$ cat config.mk
export PLATFORM = sky130hd
export DESIGN_NAME = cwed_chain
export DESIGN_NICKNAME = d
export VERILOG_FILES = /design/src/rtl/cwed_pkg.sv /design/src/rtl/cwed_cell.sv /design/src/rtl/cwed_chain.sv
export SDC_FILE = /design/constraint.sdc
export NUM_CORES = 2
export LEC_CHECK = 0
export BUFFER_PORTS_ARGS = -buffer_cell sky130_fd_sc_hd__buf_2
export CORE_AREA = 2 2 424 426
export CTS_CLUSTER_DIAMETER = 80
export DETAILED_ROUTE_END_ITERATION = 7
export DIE_AREA = 0 0 426 428
export HOLD_SLACK_MARGIN = 0.08
export MAX_ROUTING_LAYER = met4
export PLACE_DENSITY_LB_ADDON = 0.1
export RECOVER_POWER = 50
export SYNTH_ARGS = -nofsm -noshare
export SYNTH_HDL_FRONTEND = slang
export SYNTH_SLANG_ARGS = --single-unit
export TNS_END_PERCENT = 1
$ cat constraint.sdc
create_clock -name clk -period 12.82 [get_ports clk]
set_input_delay 2.564 -clock clk [delete_from_list [all_inputs] [get_ports clk]]
set_output_delay 2.564 -clock clk [all_outputs]
set_load 0.02 [all_outputs]
$ cat src/rtl/cwed_pkg.sv
// shared types and constants for the closest word edit distance block
// no dependencies; used by every rtl file but cwed_checker through scoped names
package cwed_pkg;

    // distance and column width, sized for words of up to 127 characters
    localparam int DIST_W = 7;

    typedef enum logic [1:0] {
        OP_DICT_CHAR  = 2'd0,
        OP_DICT_INS   = 2'd1,
        OP_QUERY_CHAR = 2'd2,
        OP_QUERY_RUN  = 2'd3
    } op_t;

    typedef enum logic [3:0] {
        ST_IDLE,
        ST_INS_ADDR,
        ST_INS_CHK,
        ST_INS_CMP,
        ST_INS_WR,
        ST_Q_ADDR,
        ST_Q_STREAM,
        ST_Q_DRAIN,
        ST_Q_OUT
    } state_t;

    // one column of the distance table as it moves from row to row
    typedef struct packed {
        logic              valid;
        logic              tail;
        logic [DIST_W-1:0] col;
        logic [DIST_W-1:0] d;
        logic [DIST_W-1:0] d1;
        logic [DIST_W-1:0] x;
        logic [DIST_W-1:0] x1;
        logic [7:0]        b;
        logic [7:0]        b1;
    } link_t;

    function automatic logic [7:0] fold_case(input logic [7:0] c);
        logic [7:0] r;
        r = c;
        if (c >= 8'h41 && c <= 8'h5A)
        begin
            r = c + 8'd32;
        end
        return r;
    endfunction

endpackage

$ cat src/rtl/cwed_cell.sv
// one row of the skewed distance table: computes one entry per cycle
// depends on cwed_pkg (link_t, DIST_W)
module cwed_cell (
    input  logic                        clk,
    input  logic                        rst_n,
    input  cwed_pkg::link_t             prev,
    input  logic [7:0]                  a_cur,
    input  logic [7:0]                  a_prev,
    input  logic [cwed_pkg::DIST_W-1:0] row,
    input  logic                        use_swap,
    output cwed_pkg::link_t             cur
);

    localparam int DW = cwed_pkg::DIST_W;

    cwed_pkg::link_t cur_reg, cur_next;
    logic            vld_reg, tail_reg;
    logic [DW-1:0]   m1, m2, v, s;

    always_comb
    begin
        m1 = (prev.d < cur_reg.d) ? prev.d : cur_reg.d;
        m2 = (m1 < prev.d1) ? m1 : prev.d1;
        s  = prev.x1 + DW'(1);
        if (prev.col == '0)
        begin
            v = row;
        end
        else if (a_cur == prev.b)
        begin
            v = prev.d1;
        end
        else
        begin
            v = m2 + DW'(1);
            // adjacent swap
            if (use_swap && prev.col > DW'(1) && a_cur == prev.b1 && a_prev == prev.b && s < v)
            begin
                v = s;
            end
        end
        cur_next       = cur_reg;
        cur_next.valid = prev.valid;
        cur_next.tail  = prev.tail;
        cur_next.col   = prev.col;
        cur_next.d     = v;
        cur_next.d1    = cur_reg.d;
        cur_next.x     = prev.d1;
        cur_next.x1    = cur_reg.x;
        cur_next.b     = prev.b;
        cur_next.b1    = cur_reg.b;
    end

    always_ff @(posedge clk or negedge rst_n)
    begin
        if (!rst_n)
        begin
            vld_reg  <= 1'b0;
            tail_reg <= 1'b0;
        end
        else
        begin
            vld_reg  <= prev.valid;
            tail_reg <= prev.tail;
        end
    end

    always_ff @(posedge clk)
    begin
        cur_reg <= cur_next;
    end

    always_comb
    begin
        cur       = cur_reg;
        cur.valid = vld_reg;
        cur.tail  = tail_reg;
    end

endmodule

$ cat src/rtl/cwed_chain.sv
// row of distance cells, one per query character, fed by row zero
// depends on cwed_pkg and cwed_cell
module cwed_chain #(
    parameter int MAX_LEN = 16
) (
    input  logic                          clk,
    input  logic                          rst_n,
    input  cwed_pkg::link_t               src,
    input  logic [MAX_LEN-1:0][7:0]       query,
    output cwed_pkg::link_t [MAX_LEN:0]   rows
);

    assign rows[0] = src;

    for (genvar i = 1; i <= MAX_LEN; i++)
    begin : g_cell
        logic [7:0] a_prev;
        if (i > 1)
        begin : g_prev
            assign a_prev = query[i-2];
        end
        else
        begin : g_first
            assign a_prev = 8'd0;
        end
        cwed_cell u_cell (
            .clk      (clk),
            .rst_n    (rst_n),
            .prev     (rows[i-1]),
            .a_cur    (query[i-1]),
            .a_prev   (a_prev),
            .row      (cwed_pkg::DIST_W'(i)),
            .use_swap (i > 1),
            .cur      (rows[i])
        );
    end

endmodule

==> flow_metrics.env <==
export IMPL_cp_endpoint="g_cell[2].u_cell.cur[41]$_SDFF_PN0_"
export IMPL_worstMarginPinSlew_ns=1.867
export IMPL_wire_per_inst_um=24.72
export IMPL_rows=155
export IMPL_startpoint="g_cell[2].u_cell.cur[41]$_SDFF_PN0_"
export IMPL_violations="max-capacitance violations, max-slew violations"
export IMPL_ys_types=95
export IMPL_slew_viol_final=33
export IMPL_gr_total_overflow=0
export IMPL_reg2reg_depth=24
export IMPL_finClkSkew_ns=0.03687
export IMPL_antenna_found_initial=10
export IMPL_arrival_ns=8.60
export IMPL_postCtsHoldBufs=0
export IMPL_synth_ff_latch_count=728
export IMPL_initial_core_util=0.2075
export IMPL_h_tree_depth=3
export IMPL_rsz0062_at_grt="false"
export IMPL_synthFlopType="dfxtp_1"
export IMPL_clkSlewWorstSetupHoldPaths_ns=0.05
export IMPL_netlist_area_sq_um=36870
export IMPL_grt_pass1_wl_um=250000
export IMPL_drt_iter0_drc=1707
export IMPL_grtUsageTotal=0.1971
export IMPL_critPathRequiredTime_ns=13.43
export IMPL_dr_pass1_iters=8
export IMPL_yosysSeqAreaShare=0.3996
export IMPL_cts_resized_gates=0
export IMPL_crit_path_start_kind="flop"
export IMPL_antenna_left=0
export IMPL_endpoint_kind="flop"
export IMPL_gp_congestion=0.8845
export IMPL_async_flop_share=0.04396
export IMPL_fin_crit_sh=0.6231
export IMPL_coreArea_sq_um=177600
export IMPL_ios=1084
export IMPL_setup_tns_ns=0
export IMPL_clock_latency_ns=0.75
export IMPL_hold_violations=0
export IMPL_grt_pass1_vias=31961
export IMPL_drt_wl_total_um=180700
export IMPL_drv_cap=1
export IMPL_finalCriticalPeriod_ns=7.988
export IMPL_outcome="finished with violations"
export IMPL_rrSetupSlack_ns=4.83
export IMPL_largest_reg_flops=696
export IMPL_cts_sinks=728
export IMPL_synth_cells=3963
export IMPL_ys_warn_count=0
export IMPL_cts_path_max_buffers=3
export IMPL_post_route_util=0.2624
export IMPL_synth_edff_count=0
export IMPL_cts_root_buf="clkbuf_16"
export IMPL_fmax_mhz=125.2
export IMPL_grt_max_degree=33
export IMPL_slew_headroom=-0.2445
export IMPL_dieArea_sq_um=182300
export IMPL_cts_tree="built"
export IMPL_io_buffers=1039
export IMPL_die_w_um=426
export IMPL_hold_path_class="flop to flop"
export IMPL_dp_hpwl_um=150100
export IMPL_vias=32120
export IMPL_via_per_inst=4.393
export IMPL_synth_net_count=4459
export IMPL_synthToLayoutAreaGrowth_pct=26.43
export IMPL_fill_cells=19423
export IMPL_setup_viol=0
export IMPL_fin_nets=5365
export IMPL_post_cts_setup_buffers=0
export IMPL_syn_area_per_cell_sq_um=9.303
export IMPL_layout_drive_gt1_share=0.2210
export IMPL_dieHeight_um=428
export IMPL_critPathMaxFanout=11
export IMPL_crit_type="flop to flop"
export IMPL_r2r_end="g_cell[2].u_cell.cur[41]$_SDFF_PN0_"
export IMPL_rr_startpoint="g_cell[2].u_cell.cur[41]$_SDFF_PN0_"
export IMPL_drc=0
export IMPL_numCtsBuffers=96
[per-layer routing]
metal	share of wire	up-vias	wire (um)	global-route usage
met5	0	-	0	-
met4	0.030	0	5475	0.05845
met3	0.049	196	8873	0.03788
met2	0.50	888	90400	0.3359
met1	0.42	15531	75970	0.2334
li1	-	15505	-	-
[worst min path at each step]
| stage | to | start | slack [ns] | cells after the start |
|---|---|---|---|---|
| after detailed placement | g_cell[9].u_cell.cur[18]$_DFF_P_ | g_cell[9].u_cell.cur[25]$_DFF_P_ | 0.33 | 0 |
| after floorplan | g_cell[10].u_cell.tail_reg$_DFF_PN0_ | g_cell[9].u_cell.tail_reg$_DFF_PN0_ | 0.35 | 0 |
| after global routing | g_cell[9].u_cell.cur[20]$_DFF_P_ | g_cell[9].u_cell.cur[27]$_DFF_P_ | 0.35 | 0 |
| after global placement | g_cell[1].u_cell.cur[17]$_DFF_P_ | g_cell[1].u_cell.cur[24]$_DFF_P_ | 0.33 | 0 |
| final | g_cell[6].u_cell.cur[17]$_DFF_P_ | g_cell[6].u_cell.cur[24]$_DFF_P_ | 0.35 | 0 |
| after CTS | g_cell[9].u_cell.cur[18]$_DFF_P_ | g_cell[9].u_cell.cur[25]$_DFF_P_ | 0.34 | 0 |
[metrics by stage]
stage                     cell area (sq um)  setup WS (ns)  hold WS [ns]  std cells
after global placement                43520          4.885        0.3314       7126
after CTS                             46890          4.908        0.3414       7301
after floorplan                       36870          5.802        0.3548       3963
after global routing                  46600          4.040        0.3496       7306
final                                 46610          4.832        0.3454       7311
after detailed placement              43520          4.927        0.3307       7126
[placed cells by master, fill, tap and decap left out, types with 12 or more instances in the layout]
cell / instances
clkbuf_8: 18
nand3_1: 146
xor2_1: 211
dfxtp_1: 696
dfrtp_1: 32
a211o_1: 17
mux2_2: 19
nor3_1: 53
inv_1: 280
o21a_1: 14
nand2_1: 296
nor2_1: 243
nand4_1: 83
a21oi_1: 195
nand2b_1: 31
a21o_1: 69
and3_1: 21
o211ai_1: 15
buf_2: 832
clkbuf_1: 235
nor2b_1: 32
a31oi_1: 26
xnor2_1: 244
o21ai_0: 165
or2_2: 20
nor4_1: 53
buf_4: 20
mux2i_1: 133
and4_1: 17
o21ai_1: 23
clkinv_2: 12
a211oi_1: 39
clkbuf_16: 98
ha_1: 313
[kinds of logic (layout without fill, tap and decap cells)]
logic type / count (synthesis) / in the layout / share of synthesized area
xor gates and xnor gates: 455 / 455 / 0.1081
adders and majority gates: 313 / 313 / 0.1062
buffers and inverters: 543 / 1526 / 0.07677
muxes: 154 / 154 / 0.04252
and+or+nand+nor: 1062 / 1062 / 0.1399
DFF: 728 / 728 / 0.3996
AOI/OAI and AO/OA: 708 / 708 / 0.1268
other: 0 / 10 / 0
[Yosys cell counts, drive strengths merged (6+ instances only)]
library cell / count / area share
a21o: 69 / 0.014
nand2: 296 / 0.030
mux2i: 133 / 0.036
mux2: 21 / 0.0064
o21ai: 189 / 0.026
inv: 280 / 0.029
nand2b: 31 / 0.0053
a221oi: 9 / 0.0023
nand4: 83 / 0.014
or2: 21 / 0.0036
a31oi: 26 / 0.0044
nor2: 243 / 0.025
dfxtp: 696 / 0.38
xor2: 211 / 0.050
o21a: 14 / 0.0029
xnor2: 244 / 0.058
buf: 223 / 0.044
nand3: 146 / 0.020
o21bai: 8 / 0.0016
or3: 8 / 0.0014
o31a: 6 / 0.0014
or3b: 6 / 0.0014
o211a: 11 / 0.0030
a21oi: 197 / 0.027
o41ai: 8 / 0.0028
a2111oi: 12 / 0.0034
nor3b: 9 / 0.0018
a211o: 17 / 0.0040
nor3: 53 / 0.0072
dfrtp: 32 / 0.022
nor2b: 32 / 0.0054
and4: 17 / 0.0040
ha: 313 / 0.11
a32oi: 9 / 0.0021
and3: 21 / 0.0036
and2: 14 / 0.0024
o31ai: 10 / 0.0024
a32o: 8 / 0.0022
nor4: 60 / 0.010
clkbuf: 40 / 0.0041
nand3b: 11 / 0.0022
o211ai: 15 / 0.0031
a211oi: 44 / 0.0098
[cell type report]
| type | instances | area (sq um) | area share |
|---|---|---|---|
| Multi-Input combinational cell | 2692 | 19350 | 0.4151 |
| Sequential cell | 728 | 14730 | 0.3161 |
| Timing Repair Buffer | 1071 | 5136 | 0.1102 |
| Tap cell | 2355 | 2947 | 0.06321 |
| Clock buffer | 132 | 2760 | 0.05921 |
| Inverter | 280 | 1051 | 0.02255 |
| Clock inverter | 43 | 613.1 | 0.01315 |
| Antenna cell | 10 | 25.02 | 0.0005368 |
[critical path, cell delays in order, from the launching register on]
cell and delay, ns:
dfxtp_1 0.61, inv_1 0.22, ha_1 0.34, a21o_1 0.16, a21oi_1 0.12, o21ai_1 0.11
a21oi_1 0.77, o21ai_0 0.36, ha_1 0.41, nand4_1 0.13, o21ai_0 0.31, a2111oi_0 0.13
a211oi_1 0.85, ha_1 0.43, or3b_1 0.38, xor2_1 0.15, mux2_2 0.32, ha_1 0.33
a31oi_1 0.19, nand4_1 0.12, a2111o_1 0.44, o41ai_1 0.29, buf_4 0.23, nor3b_1 0.06
a2111oi_0 0.40
Power is not shown: default switching activity piles up to over one toggle a cycle in this logic, so the estimate is an artifact.
